## config.mk

```make
export PLATFORM = sky130hd
export DESIGN_NAME = byte_stack_with_der_pop
export DESIGN_NICKNAME = d
export VERILOG_FILES = /design/src/hdl/bsdp_pkg.sv /design/src/hdl/byte_stack_with_der_pop.sv /design/src/hdl/bsdp_datapath.sv /design/src/hdl/bsdp_ctrl.sv
export VERILOG_INCLUDE_DIRS = /design/src /design/src/hdl
export SDC_FILE = /design/constraint.sdc
export NUM_CORES = 2
export LEC_CHECK = 0
export BUFFER_PORTS_ARGS = -buffer_cell sky130_fd_sc_hd__buf_2
export CAP_MARGIN = 20
export CELL_PAD_IN_SITES_DETAIL_PLACEMENT = 0
export CELL_PAD_IN_SITES_GLOBAL_PLACEMENT = 1
export CORE_ASPECT_RATIO = 0.9
export CORE_MARGIN = 3
export CORE_UTILIZATION = 53
export CTS_BUF_LIST = sky130_fd_sc_hd__clkbuf_8
export CTS_CLUSTER_SIZE = 28
export DETAILED_ROUTE_END_ITERATION = 7
export PLACE_DENSITY_LB_ADDON = 0.1
export REMOVE_ABC_BUFFERS = 1
export SLEW_MARGIN = 20
export SYNTH_ARGS = -nofsm -noshare
export SYNTH_HDL_FRONTEND = slang
export SYNTH_SLANG_ARGS = --single-unit
```

## constraint.sdc

```tcl
create_clock -name clk -period 4.5 [get_ports clk]
set_input_delay 0.45 -clock clk [delete_from_list [all_inputs] [get_ports clk]]
set_output_delay 0.45 -clock clk [all_outputs]
set_load 0.005 [all_outputs]
```

## src/hdl/byte_stack_with_der_pop_assert.svh

```systemverilog
// Assertion macros used by the byte stack RTL.
// Depends on nothing; included by bsdp_ctrl to check its own logic.
`ifndef BYTE_STACK_WITH_DER_POP_ASSERT_SVH
`define BYTE_STACK_WITH_DER_POP_ASSERT_SVH

// Same-cycle implication, checked outside reset.
`define BSDP_ASSERT_IMP(lbl, clk, rst_n, ante, cons, msg) \
  lbl: assert property (@(posedge clk) disable iff (!rst_n) (ante) |-> (cons)) \
    else $error(msg);

// Next-cycle implication, checked outside reset.
`define BSDP_ASSERT_NXT(lbl, clk, rst_n, ante, cons, msg) \
  lbl: assert property (@(posedge clk) disable iff (!rst_n) (ante) |=> (cons)) \
    else $error(msg);

`endif

```

## src/hdl/bsdp_pkg.sv

```systemverilog
// Shared types and constants for the byte stack with DER pop.
// No dependencies; used by controller, datapath and top level.
package bsdp_pkg;

  typedef enum logic [1:0] {
    KIND_PUSH = 2'd0,
    KIND_POP  = 2'd1,
    KIND_KEY  = 2'd2,
    KIND_SIG  = 2'd3
  } kind_t;

  typedef enum logic [2:0] {
    ST_OK        = 3'd0,
    ST_OVERFLOW  = 3'd1,
    ST_UNDERFLOW = 3'd2,
    ST_FORMAT    = 3'd3,
    ST_TOOLONG   = 3'd4
  } status_t;

  localparam int unsigned KEY_LEN = 33;
  localparam int unsigned IDX_W   = $clog2(KEY_LEN);
  localparam logic [IDX_W-1:0] KEY_LAST_IDX = IDX_W'(KEY_LEN - 1);

  localparam logic [7:0] DER_MARK    = 8'h30;
  localparam logic [7:0] KEY_PFX_EVN = 8'h02;
  localparam logic [7:0] KEY_PFX_ODD = 8'h03;

  // Commands from controller to datapath.
  typedef struct packed {
    logic    push;
    logic    pop;
    logic    emit;
    logic    use_data;
    status_t status;
    logic    last;
    logic    save_first;
    logic    load_len;
    logic    dec_len;
  } dp_cmd_t;

  // Status from datapath to controller.
  typedef struct packed {
    logic empty;
    logic full;
    logic is_mark;
    logic len_ok;
    logic len_zero;
    logic len_one;
    logic first_ok;
  } dp_stat_t;

endpackage

```

## src/hdl/byte_stack_with_der_pop.sv

```systemverilog
// Byte LIFO with push, pop, 33-byte key pop and DER signature pop; results cannot be stalled.
// Push: result in the cycle after start, busy stays low, one item per cycle.
// Pop: each popped byte takes a memory read in S_FETCH, then its result from S_EMIT.
// Key pop repeats these steps for 33 bytes, signature pop for 2+L bytes; an empty fetch ends the item early.
// Synchronous active-low reset clears fill count and controller; memory is not cleared.
module byte_stack_with_der_pop #(
  parameter int unsigned STACK_DEPTH = 256,
  parameter int unsigned SIG_LIMIT   = 64
) (
  input  logic       clk,
  input  logic       rst_n,
  input  logic       start,
  output logic       busy,
  input  logic [1:0] in_kind,
  input  logic [7:0] in_byte_in,
  output logic       out_valid,
  output logic [7:0] out_data_out,
  output logic       out_has_data,
  output logic [2:0] out_status,
  output logic       out_last
);
  import bsdp_pkg::*;

  dp_cmd_t  cmd;
  dp_stat_t stat;

  bsdp_ctrl u_ctrl (
    .clk     (clk),
    .rst_n   (rst_n),
    .start   (start),
    .in_kind (in_kind),
    .stat    (stat),
    .cmd     (cmd),
    .busy    (busy)
  );

  bsdp_datapath #(
    .STACK_DEPTH (STACK_DEPTH),
    .SIG_LIMIT   (SIG_LIMIT)
  ) u_datapath (
    .clk          (clk),
    .rst_n        (rst_n),
    .in_byte_in   (in_byte_in),
    .cmd          (cmd),
    .stat         (stat),
    .out_valid    (out_valid),
    .out_data_out (out_data_out),
    .out_has_data (out_has_data),
    .out_status   (out_status),
    .out_last     (out_last)
  );

endmodule

```

## src/hdl/bsdp_datapath.sv

```systemverilog
// Datapath: stack memory, fill count, read register, length counter and result registers.
// Depends on bsdp_pkg; driven by bsdp_ctrl.
module bsdp_datapath #(
  parameter int unsigned STACK_DEPTH = 256,
  parameter int unsigned SIG_LIMIT   = 64
) (
  input  logic              clk,
  input  logic              rst_n,
  input  logic [7:0]        in_byte_in,
  input  bsdp_pkg::dp_cmd_t cmd,
  output bsdp_pkg::dp_stat_t stat,
  output logic              out_valid,
  output logic [7:0]        out_data_out,
  output logic              out_has_data,
  output logic [2:0]        out_status,
  output logic              out_last
);
  import bsdp_pkg::*;

  localparam int unsigned CNT_W  = $clog2(STACK_DEPTH + 1);
  localparam int unsigned ADDR_W = (STACK_DEPTH > 1) ? $clog2(STACK_DEPTH) : 1;
  localparam int unsigned LEN_W  = $clog2(SIG_LIMIT);

  logic [7:0]       mem [STACK_DEPTH];
  logic [CNT_W-1:0] cnt_r, cnt_nxt;
  logic [CNT_W-1:0] cnt_m1;
  logic [7:0]       rd_data_r;
  logic [7:0]       first_r;
  logic [LEN_W-1:0] len_r;
  logic             valid_r;
  logic [7:0]       data_r;
  logic             has_r;
  logic [2:0]       status_r;
  logic             last_r;
  logic             do_write;

  assign cnt_m1   = cnt_r - CNT_W'(1);
  assign do_write = cmd.push && !stat.full;

  always_comb begin
    cnt_nxt = cnt_r;
    if (do_write) begin
      cnt_nxt = cnt_r + CNT_W'(1);
    end else if (cmd.pop) begin
      cnt_nxt = cnt_m1;
    end
  end

  always_ff @(posedge clk) begin
    if (!rst_n) begin
      cnt_r   <= '0;
      valid_r <= 1'b0;
    end else begin
      cnt_r   <= cnt_nxt;
      valid_r <= cmd.emit;
    end
  end

  // Stack memory: write on push when not full, registered read of the top entry on pop.
  always_ff @(posedge clk) begin
    if (do_write) begin
      mem[cnt_r[ADDR_W-1:0]] <= in_byte_in;
    end
    if (cmd.pop) begin
      rd_data_r <= mem[cnt_m1[ADDR_W-1:0]];
    end
  end

  always_ff @(posedge clk) begin
    if (cmd.save_first) begin
      first_r <= rd_data_r;
    end
    if (cmd.load_len) begin
      len_r <= rd_data_r[LEN_W-1:0];
    end else if (cmd.dec_len) begin
      len_r <= len_r - LEN_W'(1);
    end
  end

  always_ff @(posedge clk) begin
    if (cmd.emit) begin
      data_r   <= cmd.use_data ? rd_data_r : 8'd0;
      has_r    <= cmd.use_data;
      status_r <= cmd.status;
      last_r   <= cmd.last;
    end
  end

  always_comb begin
    stat.empty    = (cnt_r == '0);
    stat.full     = (cnt_r == CNT_W'(STACK_DEPTH));
    stat.is_mark  = (rd_data_r == DER_MARK);
    stat.len_ok   = (({1'b0, rd_data_r} + 9'd2) <= 9'(SIG_LIMIT));
    stat.len_zero = (rd_data_r == 8'd0);
    stat.len_one  = (len_r == LEN_W'(1));
    stat.first_ok = (first_r == KEY_PFX_EVN) || (first_r == KEY_PFX_ODD);
  end

  assign out_valid    = valid_r;
  assign out_data_out = data_r;
  assign out_has_data = has_r;
  assign out_status   = status_r;
  assign out_last     = last_r;

endmodule

```

## src/hdl/bsdp_ctrl.sv

```systemverilog
// Controller: sequences push, pop, key pop and signature pop one byte at a time.
// Depends on bsdp_pkg and the assertion header; drives bsdp_datapath.
module bsdp_ctrl (
  input  logic               clk,
  input  logic               rst_n,
  input  logic               start,
  input  logic [1:0]         in_kind,
  input  bsdp_pkg::dp_stat_t stat,
  output bsdp_pkg::dp_cmd_t  cmd,
  output logic               busy
);
  import bsdp_pkg::*;
  `include "byte_stack_with_der_pop_assert.svh"

  typedef enum logic [2:0] {
    S_IDLE  = 3'b001,
    S_FETCH = 3'b010,
    S_EMIT  = 3'b100
  } state_t;

  state_t           state_r, state_nxt;
  kind_t            kind_r, kind_nxt;
  logic [IDX_W-1:0] idx_r, idx_nxt;

  always_comb begin
    state_nxt = state_r;
    kind_nxt  = kind_r;
    idx_nxt   = idx_r;
    cmd       = '0;
    cmd.status = ST_OK;
    case (state_r)
      S_IDLE: begin
        if (start) begin
          if (kind_t'(in_kind) == KIND_PUSH) begin
            cmd.push   = 1'b1;
            cmd.emit   = 1'b1;
            cmd.status = stat.full ? ST_OVERFLOW : ST_OK;
            cmd.last   = 1'b1;
          end else begin
            kind_nxt  = kind_t'(in_kind);
            idx_nxt   = '0;
            state_nxt = S_FETCH;
          end
        end
      end
      S_FETCH: begin
        if (stat.empty) begin
          cmd.emit   = 1'b1;
          cmd.status = ST_UNDERFLOW;
          cmd.last   = 1'b1;
          state_nxt  = S_IDLE;
        end else begin
          cmd.pop   = 1'b1;
          state_nxt = S_EMIT;
        end
      end
      S_EMIT: begin
        cmd.emit     = 1'b1;
        cmd.use_data = 1'b1;
        state_nxt    = S_FETCH;
        case (kind_r)
          KIND_KEY: begin
            cmd.save_first = (idx_r == '0);
            if (idx_r == KEY_LAST_IDX) begin
              cmd.status = stat.first_ok ? ST_OK : ST_FORMAT;
              cmd.last   = 1'b1;
              state_nxt  = S_IDLE;
            end else begin
              idx_nxt = idx_r + IDX_W'(1);
            end
          end
          KIND_SIG: begin
            if (idx_r == IDX_W'(0)) begin
              if (!stat.is_mark) begin
                cmd.status = ST_FORMAT;
                cmd.last   = 1'b1;
                state_nxt  = S_IDLE;
              end else begin
                idx_nxt = IDX_W'(1);
              end
            end else if (idx_r == IDX_W'(1)) begin
              if (!stat.len_ok) begin
                cmd.status = ST_TOOLONG;
                cmd.last   = 1'b1;
                state_nxt  = S_IDLE;
              end else begin
                cmd.load_len = 1'b1;
                idx_nxt      = IDX_W'(2);
                if (stat.len_zero) begin
                  cmd.last  = 1'b1;
                  state_nxt = S_IDLE;
                end
              end
            end else begin
              // body bytes: count down the length
              cmd.dec_len = 1'b1;
              if (stat.len_one) begin
                cmd.last  = 1'b1;
                state_nxt = S_IDLE;
              end
            end
          end
          default: begin
            cmd.last  = 1'b1;
            state_nxt = S_IDLE;
          end
        endcase
      end
      default: begin
        state_nxt = S_IDLE;
      end
    endcase
  end

  always_ff @(posedge clk) begin
    if (!rst_n) begin
      state_r <= S_IDLE;
      kind_r  <= KIND_PUSH;
      idx_r   <= '0;
    end else begin
      state_r <= state_nxt;
      kind_r  <= kind_nxt;
      idx_r   <= idx_nxt;
    end
  end

  assign busy = (state_r != S_IDLE);

  `BSDP_ASSERT_IMP(a_pop_not_empty, clk, rst_n, cmd.pop, !stat.empty,
    "pop issued on empty stack")
  `BSDP_ASSERT_IMP(a_push_idle, clk, rst_n, cmd.push, state_r == S_IDLE && start,
    "push issued outside an accepted item")
  `BSDP_ASSERT_IMP(a_error_is_last, clk, rst_n, cmd.emit && cmd.status != ST_OK, cmd.last,
    "error result not marked last")
  `BSDP_ASSERT_NXT(a_last_to_idle, clk, rst_n, cmd.emit && cmd.last, state_r == S_IDLE,
    "controller not idle after last result")

endmodule

```

==> impl_metrics.xml <==
<?xml version="1.0" encoding="UTF-8"?>
<metrics>
  <group name="outcome">
    <metric name="outcome" unit="">finished, final reports clean</metric>
  </group>
  <group name="logic_synthesis">
    <metric name="postSynthRegisterBits" unit="">2103</metric>
    <metric name="synthDistinctLibCells" unit="">54</metric>
    <metric name="yosysWarningCount" unit="">0</metric>
    <metric name="synth_sequential_area_ratio" unit="">0.772</metric>
    <metric name="post-synth-top-area-cell" unit="">sky130_fd_sc_hd__edfxtp_1</metric>
    <metric name="syn_avg_cell_area" unit="µm²">23.0</metric>
    <metric name="syn-instance-count" unit="">3553</metric>
    <metric name="post_synth_instance_area" unit="µm²">81600</metric>
    <metric name="post-synth-top-area-fraction" unit="">0.766</metric>
    <metric name="synth_async_sr_flop_share" unit="">0</metric>
    <metric name="synth-main-ff-cell" unit="">sky130_fd_sc_hd__edfxtp_1</metric>
    <metric name="synth_edf_count" unit="">2082</metric>
    <metric name="synth.top_cells.by_area" unit="">sky130_fd_sc_hd__edfxtp_1 77%, sky130_fd_sc_hd__mux4_2 18%, sky130_fd_sc_hd__nor2_1 1.3%</metric>
  </group>
  <group name="setup_path">
    <metric name="worstPathArrival" unit="ns">5.01</metric>
    <metric name="r2r_cells" unit="">8</metric>
    <metric name="path_class" unit="">register to register</metric>
    <metric name="timing.critical_path.required" unit="ns">5.22</metric>
    <metric name="crit_end_element" unit="">register</metric>
    <metric name="worst-path-max-fanout" unit="">62</metric>
    <metric name="r2r_setup_slack" unit="ns">0.22</metric>
    <metric name="worstReg2RegEnd" unit="">u_datapath.rd_data_r[6]</metric>
    <metric name="worst_r2r_startpoint" unit="">u_datapath.cnt_r[1]</metric>
    <metric name="startpoint_type" unit="">register</metric>
  </group>
  <group name="routing">
    <metric name="dr.pass1.iters" unit="">6</metric>
    <metric name="vias" unit="">38800</metric>
    <metric name="post-route-drc-count" unit="">0</metric>
    <metric name="detail_route.wl_per_cell" unit="µm">32.3</metric>
    <metric name="ant_nets" unit="">0</metric>
    <metric name="routed_via_count_divided_by_cell_count" unit="">6.38</metric>
    <metric name="postRouteWirelength" unit="µm">196000</metric>
    <metric name="first_iteration_detailed_routing_drc_count" unit="">4496</metric>
  </group>
  <group name="sta">
    <metric name="min_period" unit="ns">4.28</metric>
    <metric name="clock.fmax" unit="MHz">233</metric>
    <metric name="final-hold-violation-count" unit="">0</metric>
    <metric name="tightestPinTransition" unit="ns">1.09</metric>
    <metric name="rsz_0062_raised_after_global_routing" unit="">no</metric>
    <metric name="worst_clock_skew" unit="ns">0.0754</metric>
    <metric name="worst_slew_margin_rel" unit="">0.274</metric>
    <metric name="setup-violations-final" unit="">0</metric>
    <metric name="final_setup_tns" unit="ns">0</metric>
    <metric name="fin_crit_sh" unit="">0.952</metric>
    <metric name="maxSlewViolCount" unit="">0</metric>
  </group>
  <group name="placement">
    <metric name="placement.io_buffers" unit="">27</metric>
    <metric name="dp_hpwl" unit="µm">117000</metric>
    <metric name="place_congestion" unit="">0.827</metric>
    <metric name="dpl.cell_count" unit="">5483</metric>
  </group>
  <group name="floorplan">
    <metric name="core_region_area" unit="µm²">152000</metric>
    <metric name="count_of_pins_on_the_block_boundary" unit="">28</metric>
    <metric name="die_y" unit="µm">378</metric>
    <metric name="core.rowCount" unit="">135</metric>
    <metric name="die-area" unit="µm²">159000</metric>
    <metric name="floorplan.initialDensity" unit="">0.538</metric>
    <metric name="die_width" unit="µm">420</metric>
  </group>
  <group name="pwr">
    <metric name="cellPowerDensity" unit="nW/µm²">434</metric>
    <metric name="power_leakage" unit="nW">27.6</metric>
    <metric name="vdd.ir_drop.worst" unit="mV">0.323</metric>
  </group>
  <group name="clocking">
    <metric name="cts.reportedPaths.clkPinSlew" unit="ns">0.07</metric>
    <metric name="post-cts-setup-buffer-count" unit="">0</metric>
    <metric name="cts_buffer_depth" unit="">4</metric>
    <metric name="tritoncts_clock_tree" unit="">built</metric>
    <metric name="cts_inserted_buffers" unit="">344</metric>
    <metric name="hold_buffers" unit="">10</metric>
    <metric name="insertion_delay" unit="ns">1.01</metric>
    <metric name="ctsHtreeMaxLevel" unit="">5</metric>
    <metric name="clock_tree.root_cell" unit="">sky130_fd_sc_hd__clkbuf_8</metric>
    <metric name="cts_repair_resize_count" unit="">0</metric>
    <metric name="sinks_on_the_clock_net" unit="">2103</metric>
  </group>
  <group name="layout">
    <metric name="layout.cells.non_filler" unit="">6082</metric>
    <metric name="filler_cell_count" unit="">10500</metric>
    <metric name="drive_above_1_share" unit="">0.300</metric>
    <metric name="multi_input_area" unit="µm²">17700</metric>
    <metric name="final-seq-area" unit="µm²">62900</metric>
    <metric name="areaGrowthSynthToFinish" unit="%">11.6</metric>
    <metric name="finish.net_count" unit="">3878</metric>
  </group>
  <group name="grt">
    <metric name="maximum_number_of_pins_on_one_net_before_global_route_repair" unit="">132</metric>
    <metric name="globalRoute.totalOverflow" unit="">0</metric>
    <metric name="global_route.usage.total" unit="">0.252</metric>
    <metric name="grt_antenna_before_repair" unit="">7</metric>
    <metric name="grt_pass1_vias" unit="">39700</metric>
    <metric name="grt_first_pass_wirelength" unit="µm">283000</metric>
  </group>
  <group name="min_path">
    <metric name="worst_hold_path_type" unit="">primary input to register</metric>
    <metric name="holdCritStartpoint" unit="">in_byte_in[0]</metric>
    <metric name="hold_path_depth" unit="">1</metric>
    <metric name="whs_endpoint" unit="">u_datapath.mem[143][0]</metric>
  </group>
  <group name="run">
    <metric name="max-cap-violations" unit="">0</metric>
  </group>
</metrics>
[cells in the final DEF, fill, tap and decap left out, drive strengths merged, types with 16 or more instances in the layout]
master | synthesis | final
mux4 | 640 | 640
clkbuf | 121 | 359
buf | 83 | 140
edfxtp | 2082 | 2082
nor2 | 289 | 289
dfxtp | 21 | 21
inv | 14 | 113
clkinv | 1 | 113
nand2 | 38 | 38
a22o | 32 | 32
a221o | 17 | 17
a221oi | 16 | 16
nand3 | 34 | 34
[power by group]
group	switching [mW]	total, mW	internal [mW]
registers	0.0164	21.6	21.5
clock network	7.26	15.2	7.98
logic	1.59	2.71	1.12
total	8.87	39.5	30.7
[critical path, cell delays in order, from the launching register on]
cell                       delay (ns)
sky130_fd_sc_hd__dfxtp_1         0.45
sky130_fd_sc_hd__inv_1           0.20
sky130_fd_sc_hd__ha_4            0.58
sky130_fd_sc_hd__buf_12          0.39
sky130_fd_sc_hd__mux4_2          0.40
sky130_fd_sc_hd__mux4_2          0.51
sky130_fd_sc_hd__a22o_1          0.31
sky130_fd_sc_hd__a221oi_1        0.83
sky130_fd_sc_hd__o221ai_1        0.25
[registers in the layout, summed over array words and instances, names as in the netlist, 2 cells and up]
register                 count
u_ctrl.state_r               3
u_datapath.mem            2048
u_ctrl.kind_r                2
u_datapath.first_r           7
u_datapath.len_r             6
u_ctrl.idx_r                 6
u_datapath.out_data_out      8
u_datapath.rd_data_r         8
u_datapath.out_status        3
u_datapath.cnt_r             9
[layer usage]
| metal | wire (µm) | vias up | GRT usage | part of all wire |
|---|---|---|---|---|
| met5 | 12 | - | 0 | 0.000061 |
| li1 | - | 15700 | - | - |
| met4 | 6060 | 2 | 0.0820 | 0.031 |
| met2 | 93200 | 1847 | 0.383 | 0.47 |
| met3 | 17600 | 392 | 0.0621 | 0.090 |
| met1 | 79600 | 20800 | 0.365 | 0.41 |
[kinds of logic after synthesis]
| family | synth area share |
|---|---|
| AND/OR/NAND/NOR | 0.0223 |
| buffers and inverters | 0.0124 |
| XOR/XNOR | 0.00140 |
| AO/OA/AOI/OAI | 0.0127 |
| flip-flops | 0.772 |
| adder cells (fa/ha/maj) | 0.00169 |
| multiplexers | 0.178 |
[stage by stage]
step	cell area [µm²]	setup slack [ns]	power, mW	util	hold slack [ns]
global placement	84800	0.161	24.7	0.559	0.469
detailed placement	84800	0.247	24.7	0.559	0.504
global route	91000	0.177	40.9	0.600	0.0538
CTS	91000	0.234	39.9	0.600	0.0218
finish	91000	0.216	39.5	0.600	0.0924
floorplan	80600	-31.54	24.8	-	0.445
[synthesized netlist by cell type (all sizes together) (2+ instances only)]
master,n
ha,11
mux2i,4
o211ai,2
edfxtp,2082
o221ai,8
dfxtp,21
a31oi,6
buf,83
o21a,3
nand2b,2
xor2,4
xnor2,9
nor3b,4
nor2,289
inv,14
nand2,38
a221oi,16
nor4,3
a22oi,9
o22ai,3
a21oi,8
o2111ai,2
and3,6
and2,15
a21boi,4
a31o,2
o21ai,14
nor2b,12
a221o,17
nand3b,2
mux4,640
mux2,5
clkbuf,121
or3,4
a22o,32
nand3,34
nor3,11
[worst max path at each step]
stage,start,endpoint,slack [ns],cells after the start
floorplan,u_datapath.cnt_r[0],u_datapath.rd_data_r[0],-31.54,8
global placement,u_datapath.cnt_r[0],u_datapath.rd_data_r[5],0.16,8
detailed placement,u_datapath.cnt_r[1],u_datapath.rd_data_r[4],0.25,8
CTS,u_datapath.cnt_r[0],u_datapath.rd_data_r[4],0.23,8
global route,u_datapath.cnt_r[1],u_datapath.rd_data_r[6],0.18,8
finish,u_datapath.cnt_r[1],u_datapath.rd_data_r[6],0.22,8
[final cells by class]
cell class              instances  area share
clock buffers                 350      0.0529
flip-flops and latches       2103       0.692
repair buffers                159      0.0179
clock inverters               232      0.0144
well taps                    1986      0.0273
inverters                      15    0.000619
diodes                          6    0.000165
multi-input cells            1231       0.195
Power figures use the tool's default switching activity.
